$ cat src/sv/sra_pkg.sv
// Shared types, sizes and codes of the staging ring allocator.
package sra_pkg;

	// Sizes
	localparam int MAX_REGIONS = 16;
	localparam int OFS_W       = 32;
	localparam int TL_W        = 32;
	localparam int ALIGN_W     = 17;
	localparam int IDX_W       = $clog2(MAX_REGIONS);
	localparam int CNT_W       = $clog2(MAX_REGIONS + 1);
	localparam int RC_W        = $clog2(OFS_W + 1);

	localparam logic [OFS_W-1:0] CAP_RESET = OFS_W'(1048576);

	// Opcodes
	localparam logic [1:0] OP_ALLOC  = 2'd0;
	localparam logic [1:0] OP_SUBMIT = 2'd1;
	localparam logic [1:0] OP_POLL   = 2'd2;

	// Result status codes
	localparam logic [2:0] ST_GRANTED   = 3'd0;
	localparam logic [2:0] ST_WAIT      = 3'd1;
	localparam logic [2:0] ST_TOO_LARGE = 3'd2;
	localparam logic [2:0] ST_BLOCKED   = 3'd3;
	localparam logic [2:0] ST_FULL      = 3'd4;
	localparam logic [2:0] ST_SUBMITTED = 3'd5;
	localparam logic [2:0] ST_POLLED    = 3'd6;

	typedef struct packed {
		logic [1:0]         opcode;
		logic [OFS_W-1:0]   request_size;
		logic [ALIGN_W-1:0] align_bytes;
		logic [TL_W-1:0]    done_timeline;
	} req_t;

	typedef struct packed {
		logic [2:0]       status;
		logic [OFS_W-1:0] grant_offset;
		logic [TL_W-1:0]  timeline_out;
	} rsp_t;

	// One region table entry
	typedef struct packed {
		logic [OFS_W-1:0] start;
		logic [OFS_W-1:0] length;
		logic [TL_W-1:0]  tag;
	} entry_t;

	// Controller to datapath
	typedef struct packed {
		logic       load;
		logic       retire;
		logic       rem_start;
		logic       rem_load;
		logic       calc;
		logic       grant;
		logic       submit;
		logic       emit;
		logic [2:0] status;
	} cmd_t;

	// Datapath to controller
	typedef struct packed {
		logic [1:0] opcode;
		logic       retire_ok;
		logic       end_fast;
		logic       rem_done;
		logic       too_large;
		logic       full;
		logic       space;
		logic       oldest_untagged;
	} sts_t;

endpackage

$ cat src/sv/sra_ram.sv
// Generic single-write, single-read RAM with registered read data.
module sra_ram #(
	parameter int WIDTH = 8,
	parameter int DEPTH = 16
) (
	input  logic                     clk,
	input  logic                     we,
	input  logic [$clog2(DEPTH)-1:0] waddr,
	input  logic [WIDTH-1:0]         wdata,
	input  logic [$clog2(DEPTH)-1:0] raddr,
	output logic [WIDTH-1:0]         rdata
);

	logic [WIDTH-1:0] mem [DEPTH];

	// Write port and registered read port
	always_ff @(posedge clk) begin
		if (we) begin
			mem[waddr] <= wdata;
		end
		rdata <= mem[raddr];
	end

endmodule

$ cat src/sv/sra_rem.sv
// Bit-serial remainder unit: region end modulo ring capacity.
module sra_rem (
	input  logic                      clk,
	input  logic                      arst_n,
	input  logic                      start,
	input  logic [sra_pkg::OFS_W-1:0] dividend,
	input  logic [sra_pkg::OFS_W-1:0] divisor,
	output logic [sra_pkg::OFS_W-1:0] rem,
	output logic                      done
);
	import sra_pkg::*;

	logic [RC_W-1:0]  cnt_q;
	logic             run_q;
	logic             done_q;
	logic [OFS_W-1:0] dvd_q;
	logic [OFS_W:0]   rem_q;
	logic [OFS_W:0]   trial;

	// Shift in the next dividend bit
	assign trial = {rem_q[OFS_W-1:0], dvd_q[OFS_W-1]};

	// Sequence the bit steps
	always_ff @(posedge clk or negedge arst_n) begin
		if (!arst_n) begin
			cnt_q  <= '0;
			run_q  <= 1'b0;
			done_q <= 1'b0;
		end else begin
			done_q <= 1'b0;
			if (start) begin
				cnt_q <= RC_W'(OFS_W);
				run_q <= 1'b1;
			end else if (run_q) begin
				cnt_q <= cnt_q - 1'b1;
				if (cnt_q == RC_W'(1)) begin
					run_q  <= 1'b0;
					done_q <= 1'b1;
				end
			end
		end
	end

	// Restoring subtract, one bit per cycle
	always_ff @(posedge clk) begin
		if (start) begin
			dvd_q <= dividend;
			rem_q <= '0;
		end else if (run_q) begin
			dvd_q <= {dvd_q[OFS_W-2:0], 1'b0};
			if (trial >= {1'b0, divisor}) begin
				rem_q <= trial - {1'b0, divisor};
			end else begin
				rem_q <= trial;
			end
		end
	end

	assign rem  = rem_q[OFS_W-1:0];
	assign done = done_q;

endmodule

$ cat src/sv/sra_dpath.sv
// Datapath: ring pointers, region table, alignment and space tests, result register.
module sra_dpath (
	input  logic                      clk,
	input  logic                      arst_n,
	input  sra_pkg::req_t             request,
	input  logic                      cfg_we,
	input  logic [sra_pkg::OFS_W-1:0] cfg_data,
	input  sra_pkg::cmd_t             cmd,
	output sra_pkg::sts_t             sts,
	output logic                      done,
	output sra_pkg::rsp_t             result
);
	import sra_pkg::*;

	// Control state
	logic [OFS_W-1:0] cap_q;
	logic [OFS_W-1:0] head_q;
	logic [OFS_W-1:0] tail_q;
	logic [TL_W-1:0]  tc_q;
	logic [IDX_W-1:0] oldest_q;
	logic [CNT_W-1:0] live_q;
	logic [CNT_W-1:0] unsub_q;
	logic             done_q;

	// Payload registers
	req_t             req_q;
	logic [OFS_W-1:0] aligned_s1;
	logic             wrap_s1;
	rsp_t             res_q;

	// Combinational helpers
	entry_t             rd_ent;
	entry_t             wr_ent;
	logic [IDX_W-1:0]   slot;
	logic [CNT_W:0]     slot_sum;
	logic [IDX_W-1:0]   oldest_inc;
	logic [TL_W-1:0]    tl_inc;
	logic [TL_W-1:0]    tl_next;
	logic [OFS_W-1:0]   end_ofs;
	logic [OFS_W-1:0]   end_diff;
	logic               end_ge;
	logic [OFS_W-1:0]   fast_tail;
	logic [ALIGN_W-1:0] am1;
	logic [OFS_W:0]     align_sum;
	logic [OFS_W-1:0]   aligned_raw;
	logic [OFS_W-1:0]   room;
	logic [OFS_W:0]     grant_end;
	logic               live_zero;
	logic [OFS_W-1:0]   rem_val;
	logic               rem_done;

	// Region table
	sra_ram #(
		.WIDTH($bits(entry_t)),
		.DEPTH(MAX_REGIONS)
	) u_table (
		.clk  (clk),
		.we   (cmd.grant),
		.waddr(slot),
		.wdata(wr_ent),
		.raddr(oldest_q),
		.rdata(rd_ent)
	);

	// Tail remainder for region ends far past capacity
	sra_rem u_rem (
		.clk     (clk),
		.arst_n  (arst_n),
		.start   (cmd.rem_start),
		.dividend(end_ofs),
		.divisor (cap_q),
		.rem     (rem_val),
		.done    (rem_done)
	);

	// Slot pointers and next timeline value
	always_comb begin
		slot_sum = (CNT_W+1)'(oldest_q) + (CNT_W+1)'(live_q);
		if (slot_sum >= (CNT_W+1)'(MAX_REGIONS)) begin
			slot_sum = slot_sum - (CNT_W+1)'(MAX_REGIONS);
		end
		slot = slot_sum[IDX_W-1:0];
		oldest_inc = (oldest_q == IDX_W'(MAX_REGIONS - 1)) ? '0 : oldest_q + 1'b1;
		tl_inc  = tc_q + 1'b1;
		tl_next = (tl_inc == '0) ? TL_W'(1) : tl_inc;
	end

	// Retire: end of the oldest region folded into the ring
	always_comb begin
		end_ofs  = rd_ent.start + rd_ent.length;
		end_ge   = end_ofs >= cap_q;
		end_diff = end_ofs - cap_q;
		if (cap_q == '0 || !end_ge) begin
			fast_tail = end_ofs;
		end else begin
			fast_tail = end_diff;
		end
	end

	// Allocate: align head and test the fit against capacity
	always_comb begin
		am1 = (req_q.align_bytes == '0) ? '0 : req_q.align_bytes - 1'b1;
		align_sum   = {1'b0, head_q} + (OFS_W+1)'(am1);
		aligned_raw = align_sum[OFS_W-1:0] & ~(OFS_W'(am1));
		room        = cap_q - req_q.request_size;
		grant_end   = {1'b0, aligned_s1} + {1'b0, req_q.request_size};
	end

	assign live_zero = (live_q == '0);

	// Status toward the controller
	always_comb begin
		sts.opcode          = req_q.opcode;
		sts.oldest_untagged = (unsub_q == live_q);
		sts.retire_ok       = !live_zero && !sts.oldest_untagged &&
			(rd_ent.tag <= req_q.done_timeline);
		sts.end_fast        = (cap_q == '0) || !end_ge || (end_diff < cap_q);
		sts.rem_done        = rem_done;
		sts.too_large       = req_q.request_size > cap_q;
		sts.full            = (live_q == CNT_W'(MAX_REGIONS));
		if (live_zero) begin
			sts.space = 1'b1;
		end else if (tail_q <= head_q) begin
			sts.space = !wrap_s1 || (req_q.request_size < tail_q);
		end else begin
			sts.space = !wrap_s1 && (grant_end < {1'b0, tail_q});
		end
	end

	// New table entry; its tag takes effect once the next submit lands
	always_comb begin
		wr_ent.start  = aligned_s1;
		wr_ent.length = req_q.request_size;
		wr_ent.tag    = tl_next;
	end

	// Update ring state
	always_ff @(posedge clk or negedge arst_n) begin
		if (!arst_n) begin
			cap_q    <= CAP_RESET;
			head_q   <= '0;
			tail_q   <= '0;
			tc_q     <= '0;
			oldest_q <= '0;
			live_q   <= '0;
			unsub_q  <= '0;
			done_q   <= 1'b0;
		end else begin
			done_q <= cmd.emit;
			if (cfg_we) begin
				cap_q <= cfg_data;
			end
			if (cmd.retire) begin
				oldest_q <= oldest_inc;
				live_q   <= live_q - 1'b1;
				if (!cmd.rem_start) begin
					tail_q <= fast_tail;
				end
			end
			if (cmd.rem_load) begin
				tail_q <= rem_val;
			end
			if (cmd.grant) begin
				head_q  <= grant_end[OFS_W-1:0];
				live_q  <= live_q + 1'b1;
				unsub_q <= unsub_q + 1'b1;
			end
			if (cmd.submit) begin
				tc_q    <= tl_next;
				unsub_q <= '0;
			end
		end
	end

	// Hold request, alignment stage and result
	always_ff @(posedge clk) begin
		if (cmd.load) begin
			req_q <= request;
		end
		if (cmd.calc) begin
			wrap_s1 <= align_sum[OFS_W] || (aligned_raw > room);
			if (align_sum[OFS_W] || (aligned_raw > room)) begin
				aligned_s1 <= '0;
			end else begin
				aligned_s1 <= aligned_raw;
			end
		end
		if (cmd.emit) begin
			res_q.status       <= cmd.status;
			res_q.grant_offset <= cmd.grant ? aligned_s1 : '0;
			if (cmd.submit) begin
				res_q.timeline_out <= tl_next;
			end else if (cmd.status == ST_WAIT) begin
				res_q.timeline_out <= rd_ent.tag;
			end else begin
				res_q.timeline_out <= '0;
			end
		end
	end

	assign done   = done_q;
	assign result = res_q;

endmodule

$ cat src/sv/sra_ctrl.sv
// Controller: sequences retirement, the requested operation and the result strobe.
module sra_ctrl (
	input  logic          clk,
	input  logic          arst_n,
	input  logic          start,
	input  sra_pkg::sts_t sts,
	output sra_pkg::cmd_t cmd,
	output logic          busy
);
	import sra_pkg::*;

	typedef enum logic [2:0] {
		S_IDLE,
		S_READ,
		S_CHECK,
		S_REM,
		S_ALIGN,
		S_DECIDE
	} state_t;

	state_t state_q;
	state_t state_d;
	logic   busy_q;

	// Next state and commands
	always_comb begin
		state_d = state_q;
		cmd     = '0;
		unique case (state_q)
			S_IDLE: begin
				if (start) begin
					cmd.load = 1'b1;
					state_d  = S_READ;
				end
			end
			S_READ: begin
				state_d = S_CHECK;
			end
			S_CHECK: begin
				if (sts.retire_ok) begin
					cmd.retire = 1'b1;
					if (sts.end_fast) begin
						state_d = S_READ;
					end else begin
						cmd.rem_start = 1'b1;
						state_d       = S_REM;
					end
				end else begin
					case (sts.opcode)
						OP_ALLOC: begin
							if (sts.too_large) begin
								cmd.emit   = 1'b1;
								cmd.status = ST_TOO_LARGE;
								state_d    = S_IDLE;
							end else if (sts.full) begin
								cmd.emit   = 1'b1;
								cmd.status = ST_FULL;
								state_d    = S_IDLE;
							end else begin
								state_d = S_ALIGN;
							end
						end
						OP_SUBMIT: begin
							cmd.submit = 1'b1;
							cmd.emit   = 1'b1;
							cmd.status = ST_SUBMITTED;
							state_d    = S_IDLE;
						end
						default: begin
							cmd.emit   = 1'b1;
							cmd.status = ST_POLLED;
							state_d    = S_IDLE;
						end
					endcase
				end
			end
			S_REM: begin
				if (sts.rem_done) begin
					cmd.rem_load = 1'b1;
					state_d      = S_READ;
				end
			end
			S_ALIGN: begin
				cmd.calc = 1'b1;
				state_d  = S_DECIDE;
			end
			S_DECIDE: begin
				cmd.emit = 1'b1;
				state_d  = S_IDLE;
				if (sts.space) begin
					cmd.grant  = 1'b1;
					cmd.status = ST_GRANTED;
				end else if (sts.oldest_untagged) begin
					cmd.status = ST_BLOCKED;
				end else begin
					cmd.status = ST_WAIT;
				end
			end
			default: begin
				state_d = S_IDLE;
			end
		endcase
	end

	// Hold state and busy
	always_ff @(posedge clk or negedge arst_n) begin
		if (!arst_n) begin
			state_q <= S_IDLE;
			busy_q  <= 1'b0;
		end else begin
			state_q <= state_d;
			busy_q  <= (state_d != S_IDLE);
		end
	end

	assign busy = busy_q;

endmodule

$ cat src/sv/staging_ring_allocator.sv
// Top level of the staging ring allocator: controller, datapath and ports.
// Poll and submit go through request load, table read and tag check to the result;
// allocate adds alignment and decide. Each retired region adds a table read and tag
// check, and the bit-serial remainder unit when its end lies two or more capacities out.
// Throughput: one request at a time; the next is taken the cycle the result shows.
// Reset clears pointers, counts and timeline and loads the 1 MiB capacity; the region
// table holds no reset value and only live entries are read. The receiver cannot stall.
module staging_ring_allocator (
	input  logic                      clk,
	input  logic                      arst_n,
	input  logic                      start,
	output logic                      busy,
	input  sra_pkg::req_t             request,
	output logic                      done,
	output sra_pkg::rsp_t             result,
	input  logic                      cfg_valid,
	output logic                      cfg_ready,
	input  logic [sra_pkg::OFS_W-1:0] cfg_data
);
	import sra_pkg::*;

	cmd_t cmd;
	sts_t sts;

	// Capacity writes are always taken
	assign cfg_ready = 1'b1;

	sra_ctrl u_ctrl (
		.clk   (clk),
		.arst_n(arst_n),
		.start (start),
		.sts   (sts),
		.cmd   (cmd),
		.busy  (busy)
	);

	sra_dpath u_dpath (
		.clk     (clk),
		.arst_n  (arst_n),
		.request (request),
		.cfg_we  (cfg_valid & cfg_ready),
		.cfg_data(cfg_data),
		.cmd     (cmd),
		.sts     (sts),
		.done    (done),
		.result  (result)
	);

endmodule

$ cat config.mk
export PLATFORM = sky130hd
export DESIGN_NAME = staging_ring_allocator
export DESIGN_NICKNAME = d
export VERILOG_FILES = /design/src/sv/sra_pkg.sv /design/src/sv/sra_ram.sv /design/src/sv/sra_rem.sv /design/src/sv/sra_dpath.sv /design/src/sv/sra_ctrl.sv /design/src/sv/staging_ring_allocator.sv
export SDC_FILE = /design/constraint.sdc
export NUM_CORES = 2
export LEC_CHECK = 0
export BUFFER_PORTS_ARGS = -buffer_cell sky130_fd_sc_hd__buf_2
export CAP_MARGIN = 20
export CELL_PAD_IN_SITES_DETAIL_PLACEMENT = 0
export CELL_PAD_IN_SITES_GLOBAL_PLACEMENT = 1
export CORE_MARGIN = 3
export CORE_UTILIZATION = 53
export DETAILED_ROUTE_END_ITERATION = 8
export GPL_TIMING_DRIVEN = 0
export PLACE_DENSITY_LB_ADDON = 0.1
export SLEW_MARGIN = 20
export SYNTH_ARGS = -nofsm -noshare
export SYNTH_HDL_FRONTEND = slang
export SYNTH_SLANG_ARGS = --single-unit
$ cat constraint.sdc
create_clock -name clk -period 18.48 [get_ports clk]
set_input_delay 0.924 -clock clk [delete_from_list [all_inputs] [get_ports clk]]
set_output_delay 0.924 -clock clk [all_outputs]
set_load 0.1 [all_outputs]
---- Word level (Yosys, flattened, before mapping) ----
Memories as Yosys holds them, arrays and structs flattened. A register that Yosys moved wholly into a read port is not among the register bits.
Index checks and enable logic that the tools add are counted.
word-level totals
  flip-flop bits (word level) ............. 402
  RAM bits ................................ 1,536
  input bits .............................. 119
  output and inout port bits .............. 70
  logic and storage cells ................. 143
  memories kept ........................... 1
memories
  name                 depth  bits a word  read ports  clocked after Yosys merged registers in  write ports  line           text
  u_dpath.u_table.mem  16     96           1           1                                        1            sra_ram.sv:14  logic [WIDTH-1:0] mem [DEPTH];
cells by class
  $add $sub $neg .......................... 15
  order comparisons ....................... 10
  equal/unequal tests ..................... 12
  mux-type cells .......................... 56
  bitwise gates (word level) .............. 2
  reduce and logical (&&, ||, !) cells .... 23
operator list
  operator               number
  $mux 32                10
  $sub 32x32->32         3
  $gt 32x32->1           2
  $le 32x32->1           2
  $logic_not 32->1       2
  $lt 32x32->1           2
  $add 32x17->33         1
  $add 32x32->33         1
  $ge 33x32->1           1
  $lt 33x32->1           1
  $add 32x1->32 const B  1
  $add 32x32->32         1
  $and 32x32->32         1
  $ge 32x32->1           1
  $not 17->32            1
  $mux 5                 5
  $mux 1                 20
  $mux 3                 6
  $logic_not 17->1       1
  $mux 17                1
  $sub 17x1->17 const B  1
  $mux 4                 4
  $pmux 4 s2             2
  $pmux 3 s5             1
  27 further kinds       47

---- Longest topological paths before layout ----
  word-level depth ........................ 11
  mapped depth ............................ 32
  gate-level depth less buffers ........... 30

---- Hierarchy ----
From an unflattened synthesis, not the netlist that was laid out.
unflattened totals
  cell total of the unflattened synthesis .. 5,767
  area total of the unflattened synthesis .. 90,570.6 um^2
modules (own cells, without submodules)
  module                  instances  cells each  area each (um^2)  seq. area each (um^2)
  sra_ram                 1          2,460       59,355.7          48,046.1
  sra_dpath               1          2,727       25,941.1          9,075.0
  sra_rem                 1          540         4,936.0           1,801.7
  sra_ctrl                1          38          326.6             100.1
  staging_ring_allocator  1          2           11.3              0.0

---- Worst setup path before layout ----
No wires, ideal clock.
  kind .................................... register -> register
  from .................................... register u_dpath.req_q[49] (netlist bit)
  to ...................................... memory u_dpath.u_table.mem[0][0] (netlist bit) (enable)
  setup time .............................. 0.786 ns
  arrival ................................. 13.790 ns
  data required time ...................... 17.694 ns
  slack ................................... 3.904 ns
  cell stages (with the launch flop) ...... 22
  path buffers ............................ 0
  clock period less this slack ............ 14.576 ns
  cells stage by stage .................... edfxtp_1 ha_1 fa_1 a211oi_1 o21ai_1 nand3_1 a21boi_1 a311oi_1 o211a_1 o21bai_1 a21oi_1 xnor2_1 ha_1 a211oi_1 nand2_1 nor3_1 nand4_1 o21ai_0 o211ai_1 a21oi_1 inv_2 nor4_1
on the way
  cells in the longest elaborated chain, start to end .. 9
  elaborated cells between the ends (all ways) .. 11
  classes of those cells .................. add/sub (1); order compare (2); mux (6); reduce/logical (2)
RTL lines
  element                          line              text
  start: declaration               sra_dpath.sv:26   req_t req_q;
  start signal: assignment         sra_dpath.sv:178  req_q <= request;
  $add 32x32->33                   sra_dpath.sv:106  grant_end = {1'b0, aligned_s1} + {1'b0, req_q.request_size};
  named net u_dpath.grant_end[30]  sra_dpath.sv:47   logic [OFS_W:0] grant_end;
  $lt 33x32->1                     sra_dpath.sv:126  sts.space = !wrap_s1 && (grant_end < {1'b0, tail_q});
  $logic_and 1x1->1                sra_dpath.sv:126
  $mux 1                           sra_dpath.sv:123  end else if (tail_q <= head_q) begin
  $mux 1                           sra_dpath.sv:121  if (live_zero) begin
  $mux 1                           sra_ctrl.sv:90    if (sts.space) begin
  $mux 1                           sra_ctrl.sv:29    unique case (state_q)
  $mux 1                           sra_ram.sv:18     if (we) begin
  $mux 1 (implied by the code)     sra_ram.sv:19     mem[waddr] <= wdata;
  end: declaration                 sra_ram.sv:14
The timed path passes the listed nets, and every way through them passes these cells.

---- Worst setup path after layout ----
  from .................................... register u_dpath.aligned_s1[0]
  to ...................................... memory u_dpath.u_table.mem[14][45] (netlist bit) (enable)
on the way
  cells in the longest elaborated chain, start to end .. 9
RTL lines
  element                          line              text
  start: declaration               sra_dpath.sv:27   logic [OFS_W-1:0] aligned_s1;
  start signal: assignment         sra_dpath.sv:185  aligned_s1 <= aligned_raw;
  $add 32x32->33                   sra_dpath.sv:106
  named net u_dpath.grant_end[30]  sra_dpath.sv:47
  $lt 33x32->1                     sra_dpath.sv:126
  $logic_and 1x1->1                sra_dpath.sv:126
  $mux 1                           sra_dpath.sv:123
  $mux 1                           sra_dpath.sv:121
  $mux 1                           sra_ctrl.sv:90
  $mux 1                           sra_ctrl.sv:29
  $mux 1                           sra_ram.sv:18
  $mux 1 (implied by the code)     sra_ram.sv:19
The timed path passes the listed nets, and every way through them passes these cells.

==> metrics.md <==
| Metric | Value |
|---|---|
| FF/Latch Area | 59020 sq um |
| Top FF cell, synth | edfxtp_1 |
| EDFF count, synth | 1751 |
| Total gr overflow | 0 |
| Count leader, synth | edfxtp_1 |
| Post-synth top area cell | edfxtp_1 |
| DR WL/cell | 29.84 microns |
| Reg2reg setup slack | 9380 ps |
| Worst-case reg-to-reg path depth | 28 |
| Drt first-iter violations | 5834 |
| Part of the cycle the worst path needs | 0.4926 |
| Vias in the first global route | 56943 |
| Dpl cell area | 97460 sq um |
| Critical path launch point type | flip-flop |
| WL met2 | 136.0 mm |
| Yosys top cell area share | 0.5785 |
| CP required | 19020 ps |
| Antenna Nets Post-Route | 0 |
| Crit-path most repeated cell | buf_2 |
| Total wire length | 277.2 mm |
| # DRC | 0 |
| Worst slew pin tran | 1149 ps |
| Synth area leaders | edfxtp_1 58%, ha_1 5.2%, mux4_2 4.8% |
| Critical Path Sink Type | flip-flop |
| Count of nets after finishing | 7389 |
| Post-CTS Setup Bufs | 0 |
| Hold Crit Depth | 1 |
| I/O pins | 189 |
| Via/cell ratio | 6.174 |
| TritonCTS clock tree | yes |
| IO buf count | 186 |
| CP peak stage delay | 790 ps |
| Syn_nets | 6741 |
| Register area share after synthesis | 0.6494 |
| Filler cell count | 12833 |
| Netlist cell types | 89 |
| First-pass GRT wire length | 394.6 mm |
| Met1 wire length | 108.1 mm |
| Status | finished clean |
| Final HPWL DP | 204.7 mm |
| Post-synthesis cell count | 6237 |
| WHS Endpoint | u_dpath.req_q[72]$_DFFE_PP_ |
| Die width | 420.1 microns |
| Slowest cell on crit path | edfxtp_1 |
| Largest net degree at the start of global routing | 70 |
| Reg2Reg Capture Point | u_dpath.u_table.mem[14][45]$_DFFE_PP_ |
| Final setup violating endpoints | 0 |
| Synth Cell Area | 90890 sq um |
| Worst path top cell family by delay | compound AO/OA/AOI/OAI gates |
| Hold path startpoint | request[72] |
| GPL Wtd Cong | 0.9180 |
| Clock Sinks | 2034 |
| FP Rows | 151 |
| F_max | 109.9 MHz |
| RSZ-0062 raised after global routing | no |
| Via count of the routed design | 57347 |
| Final Util | 0.6165 |
| Drt pass-1 iters | 6 |
| Fin crit period | 9103 ps |
| Initial antenna violation count | 10 |
| Final Hold Fails | 0 |
| Starting Density | 0.5351 |
| Max_slew headroom | 0.2279 |
| Seq cells post-synth | 2034 |
| Total GRT Usage | 0.3135 |
| Top sig layer | met4 |
| Clock transition at path regs | 60 ps |
| DR WL met3 | 18.23 mm |
| Crit path buf inv count | 8 |
| Worst Path Max Fanout | 18 |
| Multi-input logic area | 30290 sq um |
| Fin cells | 9289 |
| Leak | 38.30 nW |
| Core area | 169800 sq um |
| Fraction of layout cells with a size suffix above 1 | 0.1668 |
| Worst path arrival time | 9640 ps |
| DIE HEIGHT | 420.1 microns |
| TritonCTS Buffers | 206 |
| Post-synth ARST share | 0.07620 |
| Syn avg cell area | 14.57 sq um |
| Peak supply drop | 0.1428 mV |
| CTS resizes | 0 |
| Layout Skew | 53.47 ps |
| PD cells | 184.0 nW/um^2 |
| Synth cell count leaders | 1751 x edfxtp_1, 377 x ha_1, 374 x nand2_1, 356 x o21ai_0, 335 x a21oi_1 |
| Worst-Skew Late Latency | 850 ps |
| Post-route cell area | 104700 sq um |
| Syn-to-layout area delta | 15.22% |
| H-tree level count | 4 |
| CTS max path bufs | 3 |
| Max-cap violations | 0 |
| Synth warn | 0 |
| Design Power | 19.27 mW |
| Placed Instances | 8894 |
| Final Max Tran Viols | 0 |
| Area of the die | 176500 sq um |
| CTS Root Cell | clkbuf_16 |
| Crit Path Class | flip-flop to flip-flop |
| FF-to-FF Start | u_dpath.aligned_s1[0]$_SDFFCE_PP0P_ |
| Hold WC Path Type | input pin to flip-flop |
-- flip-flops by register name, indices dropped and copies added (netlist names) --
signal and cells:
u_dpath.u_table.mem 1536, u_dpath.u_table.rdata 96, u_dpath.req_q 81, u_dpath.result 67, u_dpath.aligned_s1 32, u_dpath.cap_q 32, u_dpath.head_q 32, u_dpath.tail_q 32
u_dpath.tc_q 32, u_dpath.u_rem.dvd_q 32, u_dpath.u_rem.rem_q 32, u_dpath.u_rem.cnt_q 6, u_dpath.live_q 5, u_dpath.unsub_q 5, u_dpath.oldest_q 4, u_ctrl.state_q 3
u_dpath.sts 2, u_ctrl.busy 1, u_dpath.done 1, u_dpath.u_rem.done 1, u_dpath.u_rem.run_q 1, u_dpath.wrap_s1 1
-- per-layer routing --
metal | vias up | track usage
li1 | 25479 | -
met1 | 29055 | 0.3994
met2 | 2296 | 0.5302
met3 | 517 | 0.04459
met4 | 0 | 0.1507
met5 | - | 0
-- per-stage QoR --
stage | hold WS, ps | setup slack (ps) | TNS, ps
floorplan | 451.1 | 3904 | 0
global placement | 479.2 | -13270 | -8505660
detailed placement | 488.9 | 9471 | 0
CTS | 189.2 | 9421 | 0
global route | 205.5 | 9015 | 0
finish | 252.2 | 9377 | 0
-- worst register-to-register path, delay by kind of cell (launching register included) --
kind / cells / cell delay (ps)
AOI/OAI and AO/OA: 11 / 3050
xor gates and xnor gates: 1 / 190
adders and majority gates: 3 / 1200
buffers and inverters: 8 / 2050
DFF: 1 / 790
and+or+nand+nor: 5 / 1490
-- worst max path at each step --
| stage | startpoint | end | depth (start not counted) |
|---|---|---|---|
| after floorplan | u_dpath.req_q[49]$_DFFE_PP_ | u_dpath.u_table.mem[0][0]$_DFFE_PP_ | 21 |
| after global placement | u_dpath.aligned_s1[0]$_SDFFCE_PP0P_ | u_dpath.u_table.mem[8][45]$_DFFE_PP_ | 21 |
| after detailed placement | u_dpath.aligned_s1[0]$_SDFFCE_PP0P_ | u_dpath.u_table.mem[5][47]$_DFFE_PP_ | 27 |
| after CTS | u_dpath.aligned_s1[0]$_SDFFCE_PP0P_ | u_dpath.u_table.mem[14][45]$_DFFE_PP_ | 28 |
| after global routing | u_dpath.aligned_s1[0]$_SDFFCE_PP0P_ | u_dpath.u_table.mem[14][45]$_DFFE_PP_ | 28 |
| final | u_dpath.aligned_s1[0]$_SDFFCE_PP0P_ | u_dpath.u_table.mem[14][45]$_DFFE_PP_ | 28 |
-- cell families after synthesis --
| logic type | Yosys count | share of synthesized area |
|---|---|---|
| flip-flops | 2034 | 0.6494 |
| multiplexers | 661 | 0.1012 |
| XOR/XNOR | 258 | 0.02494 |
| AND/OR/NAND/NOR | 1056 | 0.05623 |
| buffers and inverters | 495 | 0.02076 |
| other | 1 | 0.00004126 |
| AO/OA/AOI/OAI | 1347 | 0.09382 |
| adder cells (fa/ha/maj) | 385 | 0.05366 |
-- area by class of cell --
cell class                 count  share of cell area
sequential                  2034              0.5636
clock inverter               105             0.01355
antenna                        4          0.00009559
tap                         2218             0.02650
multi-input combinational   3708              0.2892
buffer                       257            0.009917
clock buffer                 285             0.05488
timing repair buffer         440             0.03366
inverter                     238            0.008531
-- power breakdown --
| part | switching [mW] | internal (mW) | total, mW | leakage, nW |
|---|---|---|---|---|
| Clock | 1.80 | 2.57 | 4.37 | 3.48 |
| Sequential | 0.429 | 5.47 | 5.90 | 18.2 |
| Combinational | 5.74 | 3.26 | 9.00 | 16.6 |
-- layout by cell type, fill, tap and decap left out, drive strengths merged, types with 10 or more instances in the layout --
| cell | count |
|---|---|
| a2111oi | 10 |
| a211oi | 47 |
| a21o | 131 |
| a21oi | 335 |
| a221oi | 106 |
| a22o | 23 |
| a22oi | 103 |
| a31oi | 32 |
| and2 | 60 |
| and3 | 29 |
| and4 | 17 |
| buf | 495 |
| bufinv | 28 |
| clkbuf | 486 |
| clkinv | 63 |
| dfrtp | 154 |
| dfxtp | 128 |
| edfxtp | 1751 |
| ha | 377 |
| inv | 244 |
| mux2 | 140 |
| mux2i | 329 |
| mux4 | 192 |
| nand2 | 374 |
| nand2b | 28 |
| nand3 | 65 |
| nand4 | 58 |
| nor2 | 218 |
| nor2b | 51 |
| nor3 | 57 |
| nor3b | 21 |
| nor4 | 32 |
| o211ai | 16 |
| o21a | 26 |
| o21ai | 409 |
| o21bai | 23 |
| o31ai | 10 |
| or3 | 17 |
| xnor2 | 169 |
| xor2 | 89 |
-- timing repair --
item,4_1_cts,5_1_grt
setup endpoints to repair,0,0
hold buffers,1,0
hold endpoints to repair,26,0
No activity file was read; power rests on OpenSTA's default activity.
